===== src/sv/cbfc_pkg.sv =====
// ----------------------------------------------------------------------------
// cbfc_pkg
// Shared types, codes and helpers of the freezer cartridge bank controller.
// ----------------------------------------------------------------------------
package cbfc_pkg;

	// Storage sizes
	localparam int RAM_BYTES = 32768;
	localparam int RAM_AW    = $clog2(RAM_BYTES);
	localparam int OFF_W     = 13;

	// Freeze sequence constants
	localparam logic [7:0] WRITES_NEEDED = 8'd3;
	localparam logic [7:0] FREEZE_MARK   = 8'd255;

	// Bus operation codes
	localparam logic [1:0] OP_IO1    = 2'd0;
	localparam logic [1:0] OP_ROML   = 2'd1;
	localparam logic [1:0] OP_CYCEND = 2'd2;
	localparam logic [1:0] OP_FREEZE = 2'd3;

	// Mapping modes
	localparam logic [1:0] MAP_ROM = 2'd0;
	localparam logic [1:0] MAP_RAM = 2'd1;
	localparam logic [1:0] MAP_OFF = 2'd2;

	// IO1 register offsets and window page (0x1e00 in the bank)
	localparam logic [7:0] REG_CTRL = 8'd0;
	localparam logic [7:0] REG_EXT  = 8'd1;
	localparam logic [4:0] IO1_PAGE = 5'b11110;

	// Control byte written when the write run ends: ultimax, ROM bank 0
	localparam logic [7:0] CTRL_FREEZE = 8'h03;
	localparam logic [7:0] STAT_KEEP   = 8'h42;
	localparam logic [7:0] STAT_TAKE   = 8'h98;

	// Control state touched by a control register write
	typedef struct packed {
		logic [2:0] bank;
		logic [1:0] map;
		logic [1:0] ram_bank;
		logic [7:0] status;
		logic       exrom;
		logic       game;
		logic       irq;
		logic       led;
	} ctl_t;

	// One RAM access per item
	typedef struct packed {
		logic              we;
		logic              re;
		logic [RAM_AW-1:0] addr;
		logic [7:0]        wdata;
	} ram_req_t;

	// Result of one item, before the RAM read data joins it
	typedef struct packed {
		logic [7:0]  rdata;
		logic        rvalid;
		logic        from_ram;
		logic        rfetch;
		logic [15:0] raddr;
		logic        exrom;
		logic        game;
		logic        irq;
		logic        led;
	} res_t;

	// Control register write
	function automatic ctl_t apply_ctl(ctl_t s, logic [7:0] d);
		ctl_t r;
		r = s;
		if (d[6]) begin
			r.irq       = 1'b0;
			r.status[2] = 1'b0;
		end
		r.bank = {d[7], d[4], d[3]};
		r.map  = MAP_ROM;
		if (d[5]) begin
			r.map      = MAP_RAM;
			r.ram_bank = {d[4], d[3]};
		end
		r.exrom = ~d[1];
		r.game  = d[0];
		if (d[2]) begin
			r.map = MAP_OFF;
			r.led = 1'b0;
		end
		r.status = (r.status & STAT_KEEP) | (d & STAT_TAKE);
		return r;
	endfunction

endpackage


===== src/sv/cbfc_core.sv =====
// ----------------------------------------------------------------------------
// cbfc_core
// Control state and per-item decode: banking, mapping, status, freeze
// sequence, RAM request and result.
// ----------------------------------------------------------------------------
module cbfc_core (
	input  logic               clk,
	input  logic               arst_n,
	input  logic               fire,
	input  logic [1:0]         op,
	input  logic               is_write,
	input  logic [12:0]        address,
	input  logic [7:0]         write_data,
	output cbfc_pkg::ram_req_t ram_req,
	output cbfc_pkg::res_t     res
);
	import cbfc_pkg::*;

	ctl_t       ctl_q;
	logic       freeze_off_q;
	logic [7:0] cnt_q;

	ctl_t       ctl_n;
	logic       freeze_off_n;
	logic [7:0] cnt_n;
	logic [7:0] off;
	logic [7:0] cnt_dec;

	assign off     = address[7:0];
	assign cnt_dec = cnt_q - 8'd1;

	// Next state and item result
	always_comb begin
		ctl_n        = ctl_q;
		freeze_off_n = freeze_off_q;
		cnt_n        = cnt_q;
		ram_req      = '0;
		res          = '0;
		case (op)
			OP_IO1: begin
				if (ctl_q.map != MAP_OFF) begin
					if (ctl_q.map == MAP_RAM && !ctl_q.status[1])
						ctl_n.ram_bank = 2'd0;
					ram_req.addr  = {ctl_n.ram_bank, IO1_PAGE, off};
					ram_req.wdata = write_data;
					if (is_write) begin
						if (off == REG_CTRL) begin
							ctl_n = apply_ctl(ctl_n, write_data);
						end else if (off == REG_EXT) begin
							if (ctl_q.status == 8'h00) begin
								if (write_data[2])
									freeze_off_n = 1'b1;
								ctl_n.status = write_data & 8'hfb;
							end
						end else if (ctl_q.map == MAP_RAM) begin
							ram_req.we = 1'b1;
						end
					end else begin
						if (off == REG_CTRL || off == REG_EXT) begin
							res.rdata  = ctl_q.status;
							res.rvalid = 1'b1;
						end else if (ctl_q.map == MAP_RAM) begin
							ram_req.re   = 1'b1;
							res.rvalid   = 1'b1;
							res.from_ram = 1'b1;
						end else begin
							res.rfetch = 1'b1;
							res.raddr  = {ctl_q.bank, IO1_PAGE, off};
						end
					end
				end
			end
			OP_ROML: begin
				if (ctl_q.map != MAP_OFF) begin
					ram_req.addr  = {ctl_q.ram_bank, address};
					ram_req.wdata = write_data;
					if (!is_write) begin
						if (ctl_q.map == MAP_RAM) begin
							ram_req.re   = 1'b1;
							res.rvalid   = 1'b1;
							res.from_ram = 1'b1;
						end else begin
							res.rfetch = 1'b1;
							res.raddr  = {ctl_q.bank, address};
						end
					end else if (ctl_q.map == MAP_RAM) begin
						ram_req.we = 1'b1;
					end
				end
			end
			OP_CYCEND: begin
				// Freeze pending waits for a read cycle, then the write run counts
				if (cnt_q != 8'd0) begin
					if (cnt_q == FREEZE_MARK) begin
						ctl_n.status[2] = 1'b1;
						if (!is_write) begin
							ctl_n.irq = 1'b1;
							ctl_n.led = 1'b1;
							cnt_n     = WRITES_NEEDED;
						end
					end else if (!is_write) begin
						cnt_n = WRITES_NEEDED;
					end else begin
						cnt_n = cnt_dec;
						if (cnt_dec == 8'd0)
							ctl_n = apply_ctl(ctl_n, CTRL_FREEZE);
					end
				end
			end
			OP_FREEZE: begin
				if (!freeze_off_q)
					cnt_n = FREEZE_MARK;
			end
			default: begin
			end
		endcase
		if (!fire) begin
			ram_req.we = 1'b0;
			ram_req.re = 1'b0;
		end
		res.exrom = ctl_n.exrom;
		res.game  = ctl_n.game;
		res.irq   = ctl_n.irq;
		res.led   = ctl_n.led;
	end

	// State registers, reset to the power-on control write of zero
	always_ff @(posedge clk or negedge arst_n) begin
		if (!arst_n) begin
			ctl_q        <= '{bank: 3'd0, map: MAP_ROM, ram_bank: 2'd0, status: 8'h00,
				exrom: 1'b1, game: 1'b0, irq: 1'b0, led: 1'b0};
			freeze_off_q <= 1'b0;
			cnt_q        <= 8'd0;
		end else if (fire) begin
			ctl_q        <= ctl_n;
			freeze_off_q <= freeze_off_n;
			cnt_q        <= cnt_n;
		end
	end

	// One RAM port: never a read and a write for the same item
	a_ram_one_access: assert property (@(posedge clk) disable iff (!arst_n)
		!(ram_req.we && ram_req.re))
		else $error("RAM read and write requested together");

	// Interrupt only rises on a cycle end
	a_irq_on_cycend: assert property (@(posedge clk) disable iff (!arst_n)
		fire && !ctl_q.irq && ctl_n.irq |-> op == OP_CYCEND)
		else $error("interrupt raised outside a cycle end");

endmodule


===== config.mk =====
export PLATFORM = sky130hd
export DESIGN_NAME = cbfc_core
export DESIGN_NICKNAME = d
export VERILOG_FILES = /design/src/sv/cbfc_pkg.sv /design/src/sv/cbfc_core.sv
export SDC_FILE = /design/constraint.sdc
export NUM_CORES = 1
export LEC_CHECK = 0
export BUFFER_PORTS_ARGS = -buffer_cell sky130_fd_sc_hd__buf_2
export CORE_MARGIN = 2
export CORE_UTILIZATION = 53
export CTS_CLUSTER_SIZE = 24
export DETAILED_ROUTE_END_ITERATION = 10
export PLACE_DENSITY = 0.88
export SLEW_MARGIN = 20
export SYNTH_ARGS = -nofsm -noshare
export SYNTH_HDL_FRONTEND = slang
export SYNTH_SLANG_ARGS = --single-unit

===== constraint.sdc =====
create_clock -name clk -period 3.1 [get_ports clk]
set_input_delay 0 -clock clk [delete_from_list [all_inputs] [get_ports clk]]
set_output_delay 0 -clock clk [all_outputs]
set_load 0.1 [all_outputs]

# Word-level counts from Yosys, hierarchy flattened
# Cells that the tools add are included.
# totals
register_bits	28
latchBits	0
ram_bits	0
rom_bits	0
in_bits	27
output_inout_bits	56
wordCells	107
mem_count	0
# classes
add_sub_neg	1
n_mul	0
div	0
magnitude_cmp	0
eq_ne	20
shifts	0
muxes	51
bitwise_logic	4
n_reduce_logical	19
# op_table
op	count
19-bit two-way mux	7
8-bit two-way mux	10
19-bit case mux with 2 select lines	2
27-bit two-way mux	2
25-bit two-way mux	2
25-bit case mux with 2 select lines	1
17-bit two-way mux	2
8-bit zero test	3
18-bit two-way mux	1
2-bit != test (second input constant)	9
9-bit AND reduction	2
8-bit case mux with 2 select lines	1
3-bit != test (second input constant)	5
1-bit two-way mux	12
12-bit two-way mux	1
2-bit two-way mux	6
10-bit AND reduction	1
8-bit by 1-bit == test with 1-bit output (second input constant)	1
8-bit == test (second input constant)	1
4-bit two-way mux	2
7-bit by 8-bit OR with 8-bit output	1
8-bit AND reduction	1
2-bit nonzero test	4
8-bit nonzero test	1
other kinds (13)	17

# Depth between registers and ports, before layout
# Gate-level depths: netlist of the first run.
# depth
ltp_word	9
depth_mapped	8
mapped_depth_nobuf	7

# Worst setup path before layout of the first run
# OpenSTA, ideal clock, no wires.
# synth_path
kind	register -> output
from	register ctl_q[15] (netlist name)
to	output ram_req[23] (netlist name)
arrival_ps	4554
required_ps	3100
slack_ps	-1454
stages_incl_launch_ff	4
path_buffers	0
path_cell_list	dfrtp_1 nand2b_1 nor4_1 and2_1
# synth_lines
item	line_no	text
start, declared	cbfc_core.sv:19	ctl_t ctl_q;
start signal, assigned	cbfc_core.sv:130	ctl_q <= '{bank: 3'd0, map: MAP_ROM, ram_bank: 2'd0, status: 8'h00,
start signal, assigned	cbfc_core.sv:135	ctl_q <= ctl_n;
end, declared	cbfc_core.sv:14	output cbfc_pkg::ram_req_t ram_req,

==> results of run 1 <==
-- placed cells by master, fill, tap and decap left out, types with 10 or more instances in the layout --
master   Yosys  final
o21ai_0     13     13
a21oi_1     14     14
buf_2        4     82
dfrtp_1     27     27
inv_1       17     17
nor2_1      20     20
and2_1      30     30
nand2_1     10     10
-- path summary, 6_finish.rpt --
check                                    from           end  slack [ns]  cells after the start
worst max register to register       cnt_q[0]      cnt_q[2]        0.86                      7
worst min register to register   freeze_off_q  freeze_off_q        0.47                      1
worst max-delay path                ctl_q[14]        res[5]        0.48                      5
max in group asynchronous              arst_n      cnt_q[6]        2.43                      2
worst min-delay path            write_data[5]     ctl_q[12]        0.04                      3
min in group asynchronous              arst_n      cnt_q[3]        0.26                      2
-- where the power goes --
group	internal (mW)	switching [mW]	leakage, nW
Combinational	0.0927	0.291	0.975
Sequential	0.396	0.0381	0.351
Clock	0.173	0.119	0.0357
-- sequential cells by signal, indices dropped and copies added, names as in the netlist --
register / flops
ctl_q: 19
freeze_off_q: 1
cnt_q: 8
-- layout make-up --
class	instances	area, um2	share of cell area [%]
Multi-Input combinational cell	186	1230	47.3
Sequential cell	28	702	26.9
Timing Repair Buffer	89	480	18.4
Inverter	17	63.8	2.44
Tap cell	48	60.1	2.30
Clock buffer	3	41.3	1.58
Clock inverter	1	30.0	1.15
-- kinds of logic after synthesis --
family	synth area share, %
AND/OR/NAND/NOR	32.5
AO/OA/AOI/OAI	23.5
adder cells (fa/ha/maj)	1.81
flip-flops	33.8
buffers and inverters	7.10
XOR/XNOR	1.26
-- worst min-delay path, stage by stage --
cell     delay (ns)
buf_2          0.14
nand3_2        0.09
o21ai_1        0.06
-- what timing repair did --
item / CTS / global route
hold buffers: 7 / 0
setup buffers: 0 / 0
hold endpoints to repair: 37 / 0
-- through the flow --
stage | setup TNS [ns] | hold WS (ns) | cell area, um2 | setup slack (ns) | total power [mW]
after floorplan | -0.191 | -0.296 | 2080 | -0.191 | 0.734
after global placement | 0 | 0.0420 | 2470 | 0.933 | 0.806
after detailed placement | 0 | 0.0472 | 2470 | 0.841 | 0.814
after CTS | 0 | 0.0346 | 2610 | 0.528 | 1.11
after global routing | 0 | 0.0475 | 2610 | 0.409 | 1.16
final | 0 | 0.0414 | 2610 | 0.481 | 1.11
-- layer usage --
layer,up-vias,global-route usage [%]
met5,-,0
met4,0,8.42
met3,13,2.03
met2,125,45.8
met1,1003,35.3
li1,1033,-
==> impl_results.md, run 1 <==
- Total wire length: roughly 5900 um
- Yosys warnings: 0
- Lkg Pwr: between 1 and 1.5 nW
- Cts repair resizes: 0
- Post-synth EDFFs: 0
- Status: finished clean
- Top-area cell type share of the netlist area: 32.5%
- First-pass GRT wire length: approximately 9100 um
- Skew-Pair Late Insertion Delay: between 0.2 and 0.3 ns
- Final hold violations: 0
- CP max FO: 15
- # port buffers: slightly above 80
- CTS Buf Count: 3
- Top cells by count, synth: 30 x and2_1, 27 x dfrtp_1, 20 x nor2_1
- Placed Cells incl. Taps: ~360
- Critical Path End Type: primary output
- Fill cells: around 290
- Nets: 355
- Peak Freq: 382 MHz
- Cell family contributing the most delay on the critical path: simple AND/OR/NAND/NOR gates
- Syn Inst Count: ~250
- Vias in the first global route: just under 2k
- Crit-path cells: nor2b_1 > nor2_1 > and2_1 > and3_1 > buf_2
- Post-Route Utilization: a little over two thirds
- # IOs: 83
- Max Used Layer: met4
- Worst vdd ir: 0.000262 V
- Slew headroom: around 40%
- Core area: roughly 0.0037 mm2
- Ant diodes: 0
- Clock-pin slew of the registers on the worst-case setup and hold paths: roughly 0.1 ns
- Post-Syn Nets: roughly 280
- Setup Viol. Count Final: 0
- Wire per inst: 15.8 um
- Fin crit share: 84.5%
- Max incr delay on CP: ~0.7 ns
- Root Buffer: clkbuf_8
- FFs w/ async S/R, synth: between 90% and 100%
- Die height: about 67 um
- Initial drt markers: around 140
- Global-route usage over all layers: roughly a quarter
- WL met1: about 2500 um
- Worst slew pin tran: between 0.9 and 1 ns
- Fin crit period: 2.62 ns
- Starting Density: 55.9%
- GP Congestion: 0.890
- Area leader, netlist: dfrtp_1
- Longest Clk Path Bufs: 2
- Critical Path Source Type: flip-flop
- Final ANT Viol Nets: 0
- Kind of critical path: reg -> out
- Most common cell in the synthesized netlist: and2_1
- Most area-consuming cells after synthesis: dfrtp_1 33%, and2_1 9.0%, nor2_1 3.6%, a21oi_1 3.4%, o21ai_0 3.1%
- Seq/Total Area, Yosys: 33.8%
- Pins Over Slew Limit: 0
- FP Rows: 22
- Metal3 WL: between 400 and 500 um
- CP Data Required Time: between 3 and 4 ns
- Die Wd: ~67 um
- CP Buf/Inv Count: 1
- Finished Layout Cells: about 370
- Hold Path Class: in -> reg
- RSZ-0062 raised after global routing: no
- Synth Cell Area: 0.00208 mm2
- Total gr overflow: 0
- Via Count: 2174
- Library cells used by synthesis: between 50 and 60
- WP data arrival: about 2.6 ns
- #FFs+latches synth: 28
- Crit path max-delay cell type: nor2b_1
- DR pass1 iterations: 4
- Drt via density: 5.84
- Area growth syn-to-layout: 25.7%
- DIE AREA: 0.00444 mm2
- Pwr Density: between 400 and 500 mW/mm2
- DRC: 0
- Primary FF master, synth: dfrtp_1
- Clock sinks: 28
- Clk_skew: roughly 0.0063 ns
- H-tree Lvls: 1
- Hpwl dp: between 4000 and 5000 um
- Synth Area per Inst: 8.38 um2
- Pin count of the biggest net entering global routing: 29
- Layout cells sized above 1: roughly 33%
- Initial antenna violation count: 0
- Max-cap viol count: 0
- Met2 Routed Length: roughly 2800 um
- CTS tree: done
(Power assumes the default switching activity.)
==> inputs of run 2 (changes only) <==
--- a/config.mk
+++ b/config.mk
@@ -5,12 +5,13 @@
 export SDC_FILE = /design/constraint.sdc
 export NUM_CORES = 1
 export LEC_CHECK = 0
+export ABC_AREA = 1
 export BUFFER_PORTS_ARGS = -buffer_cell sky130_fd_sc_hd__buf_2
 export CORE_MARGIN = 2
-export CORE_UTILIZATION = 53
+export CORE_UTILIZATION = 46
 export CTS_CLUSTER_SIZE = 24
 export DETAILED_ROUTE_END_ITERATION = 10
-export PLACE_DENSITY = 0.88
+export PLACE_DENSITY = 0.8
 export SLEW_MARGIN = 20
 export SYNTH_ARGS = -nofsm -noshare
 export SYNTH_HDL_FRONTEND = slang
==> constraint.sdc (replaced) <==
create_clock -name clk -period 2.2 [get_ports clk]
set_input_delay 0 -clock clk [delete_from_list [all_inputs] [get_ports clk]]
set_output_delay 0 -clock clk [all_outputs]
set_load 0.1 [all_outputs]
==> run 2 against run 1 <==
Worst hold slack got worse by 0.031 ns. Design area grew 23%. Via count rose by 25%. Register-to-register slack got worse by 0.59 ns. Count of clock-buffer cells in the layout up 1. Critical path type unchanged. Largest power group is now combinational logic. Highest routed layer unchanged.
==> impl_results.md, run 2 <==
- Library cells used by synthesis: 30 (-44%)
- Root Buffer: clkbuf_8
- Top cells by count, synth: 85 x nand2_1, 57 x nor2_1, 55 x inv_1
- Crit path to: res[10]
- Worst path depth: 10 (+5)
- Pins Over Slew Limit: 0 (unchanged)
- Hpwl dp: 5590 um (+30%)
- Critical Path Source Type: flip-flop
- Layout cells sized above 1: 34.6% (+1.6 points)
- # port buffers: 82 (unchanged)
- Biggest regs: ctl_q x19, cnt_q x8, freeze_off_q x1
- Most common cell in the synthesized netlist: nand2_1
- #FFs+latches synth: 28 (unchanged)
- Crit-path cells: inv_1 > nor2_1 > nor2_1 > inv_1 > nor2_2 > nand3_2 > nand2_4 > inv_2 > nor2_2 > buf_12
- R2R setup slack: 0.27 ns (-0.59 ns)
- Fin crit period: around 2 ns
- H-tree Lvls: 1 (unchanged)
- Max incr delay on CP: 0.39 ns (-0.31 ns)
- DIE AREA: 0.00565 mm2 (+27%)
- FFs w/ async S/R, synth: 100% (unchanged)
- CTS tree: done
- Fill cells: 445 (+55%)
- Clk network pwr share: 16.6% (-9.7 points)
- CP max FO: 10 (-5)
- Finished Layout Cells: 526 (+41%)
- Pin count of the biggest net entering global routing: 29 (unchanged)
- Multi-input gate area: 0.00148 mm2 (+19%)
- Core area: 0.00482 mm2 (+30%)
- Seq/Total Area, Yosys: 30.1% (-3.6 points)
- Final Cell Area: 0.00320 mm2 (+23%)
- Total wire length: 7000 um (+19%)
- CP Data Required Time: 2.20 ns (-0.90 ns)
- Kind of critical path: reg -> out
- Yosys warnings: 0 (unchanged)
- Placed Cells incl. Taps: 519 (+44%)
- Most common cell after layout, fill and taps aside: nand2_1
- Area leader, netlist: dfrtp_1
- Setup Viol. Count Final: 0 (unchanged)
- Hold Path Class: in -> reg
- RR Startpoint: cnt_q[1]
- Final hold violations: 0 (unchanged)
- Lkg Pwr: 1.67 nW (+23%)
- Drt via density: 5.18 (-11%)
- Crit path max-delay cell type: dfrtp_1
- Synth Cell Area: 0.00233 mm2 (+12%)
- Post-Route Utilization: 66.5% (-3.8 points)
- Start point of the critical path: ctl_q[14]
- CP Buf/Inv Count: 4 (+3)
- Clock sinks: 28 (unchanged)
- Initial drt markers: 148 (+7.2%)
- Clk_skew: 0.00972 ns (+0.00338 ns)
- Clock-pin slew of the registers on the worst-case setup and hold paths: 0.10 ns (about the same)
- Psw: 879 uW (+96%)
- Post-Syn Nets: 406 (+46%)
- Longest Clk Path Bufs: 2 (unchanged)
- FP Rows: 25 (+14%)
- Critical Path End Type: primary output
- # IOs: 83 (unchanged)
- Total gr overflow: 0 (unchanged)
- Nets: 490 (+38%)
- Via Count: 2723 (+25%)
- Syn Inst Count: 376 (+52%)
- Final ANT Viol Nets: 0 (unchanged)
- Status: finished clean
- Initial antenna violation count: 0 (unchanged)
- Reg2reg end: ctl_q[9]
- Commonest cells after routing, fill and taps aside: 84 x nand2_1, 70 x buf_2, 54 x inv_1
- Register share of total power: 34.0% (-5.1 points)
- First-pass GRT wire length: 10800 um (+19%)
- Vias in the first global route: 2313 (+20%)
- GP Congestion: 0.927 (+4.3%)
- Post-route worst setup slack: 0.142 ns (-0.339 ns)
- Most area-consuming cells after synthesis: dfrtp_1 29%, nand2_1 14%, nor2_1 9.2%, inv_1 8.9%, nand3_1 6.9%
- Pre-CTS setup slack: 0.155 ns (-0.686 ns)
- Cell family contributing the most delay on the critical path: simple AND/OR/NAND/NOR gates
- Register area: 702 um2 (unchanged)
- Gate power share: 49.4% (+15 points)
- Pwr Density: 558 mW/mm2 (+31%)
- Ant diodes: 0 (unchanged)
- Primary FF master, synth: dfrtp_1
- Worst vdd ir: 0.000399 V (+52%)
- Fin crit share: between 90 and 100%
- Die Wd: 75.1 um (+13%)
- RSZ-0062 raised after global routing: yes
- Skew-Pair Late Insertion Delay: 0.28 ns (about the same)
- Slew headroom: 57.7% (+18 points)
- Sw frac: 49.2% (+8.8 points)
- Area growth syn-to-layout: 37.6%
- DRC: 0 (unchanged)
- R2R cell count: 11 (+4)
- Post-synth EDFFs: 0 (unchanged)
- DR pass1 iterations: 5 (+1)
- Starting Density: 48.3% (-7.6 points)
- Cell internal pwr: 908 uW (+37%)
- Die height: 75.1 um (+13%)
- Synth Area per Inst: 6.19 um2 (-26%)
- Most flops, register: ctl_q
- Worst slew pin tran: 0.635 ns (-0.273 ns)
- CTS Buf Count: 3 (unchanged)
- Wire per inst: 13.3 um (-16%)
- WP data arrival: 2.06 ns (-0.56 ns)
- DP Area: 0.00309 mm2 (+25%)
- Global-route usage over all layers: 24.8% (-1.7 points)
- Max-cap viol count: 0 (unchanged)
- Top-area cell type share of the netlist area: 29.0% (-3.5 points)
- Peak Freq: 486 MHz
- Max reg flops: 19 (unchanged)
run 2: cell types whose count changed after synthesis, sizes merged, moves of 10 or more:
| cell | before | now |
|---|---|---|
| nand2 | 12 | 89 |
| inv | 17 | 67 |
| nor2 | 21 | 71 |
| and2 | 31 | 0 |
| nand3 | 8 | 32 |
| nor3 | 9 | 19 |
run 2: stage by stage:
step           total power, mW  hold slack [ns]  TNS [ns]
3_5_place_dp              1.47           0.0615         0
6_report                  1.79           0.0104         0
2_1_floorplan             1.30           -0.296     -5.59
5_1_grt                   1.88           0.0219    -0.136
3_3_place_gp              1.46           0.0579         0
4_1_cts                   1.77           0.0111         0
run 2: area by class of cell:
type,instances,share of cell area [%]
inverter,68,8.05
multi-input combinational,270,46.1
tap,67,2.62
sequential,28,21.9
timing repair buffer,89,20.0
clock buffer,4,1.41
run 2: worst min path at each step:
| stage | depth (start not counted) | startpoint | to | slack, ns |
|---|---|---|---|---|
| 2_1_floorplan | 0 | arst_n | cnt_q[0] | -0.30 |
| 3_3_place_gp | 1 | arst_n | cnt_q[4] | 0.06 |
| 3_5_place_dp | 1 | arst_n | cnt_q[4] | 0.06 |
| 4_1_cts | 4 | write_data[2] | ctl_q[14] | 0.01 |
| 5_1_grt | 4 | write_data[2] | ctl_q[14] | 0.02 |
| 6_report | 4 | write_data[2] | ctl_q[14] | 0.01 |
run 2: what timing repair did:
item / 4_1_cts / 5_1_grt
endpoints found under the setup margin: 1 / 31
setup buffers: 0 / 1
hold buffers: 2 / 0
resized for setup: 1 / 9
hold endpoints to repair: 28 / 0
run 2: worst min-delay path, stage by stage:
cell	delay, ns
buf_2	0.09
nor3_1	0.05
nand3_1	0.07
nand2_1	0.05
run 2: power groups by stage:
stage          Combinational [mW]  Clock, mW  Sequential, mW
2_1_floorplan               0.690          0           0.605
3_3_place_gp                0.847          0           0.616
3_5_place_dp                0.855          0           0.616
4_1_cts                     0.863      0.297           0.606
5_1_grt                     0.941      0.321           0.615
6_report                    0.882      0.297           0.608
run 2: metal layers:
| layer | wire length, um | track usage, % |
|---|---|---|
| met3 | 492 | 2.95 |
| met5 | 0 | 0 |
| met2 | 3220 | 38.2 |
| met1 | 3210 | 37.1 |
| met4 | 74 | 6.82 |
run 2: cells by family after synthesis:
logic type	share of synthesized area [%]
adders and majority gates	1.61
buffers and inverters	14.0
xor gates and xnor gates	0.376
muxes	0.430
AOI/OAI and AO/OA	11.0
DFF	30.1
and+or+nand+nor	42.5
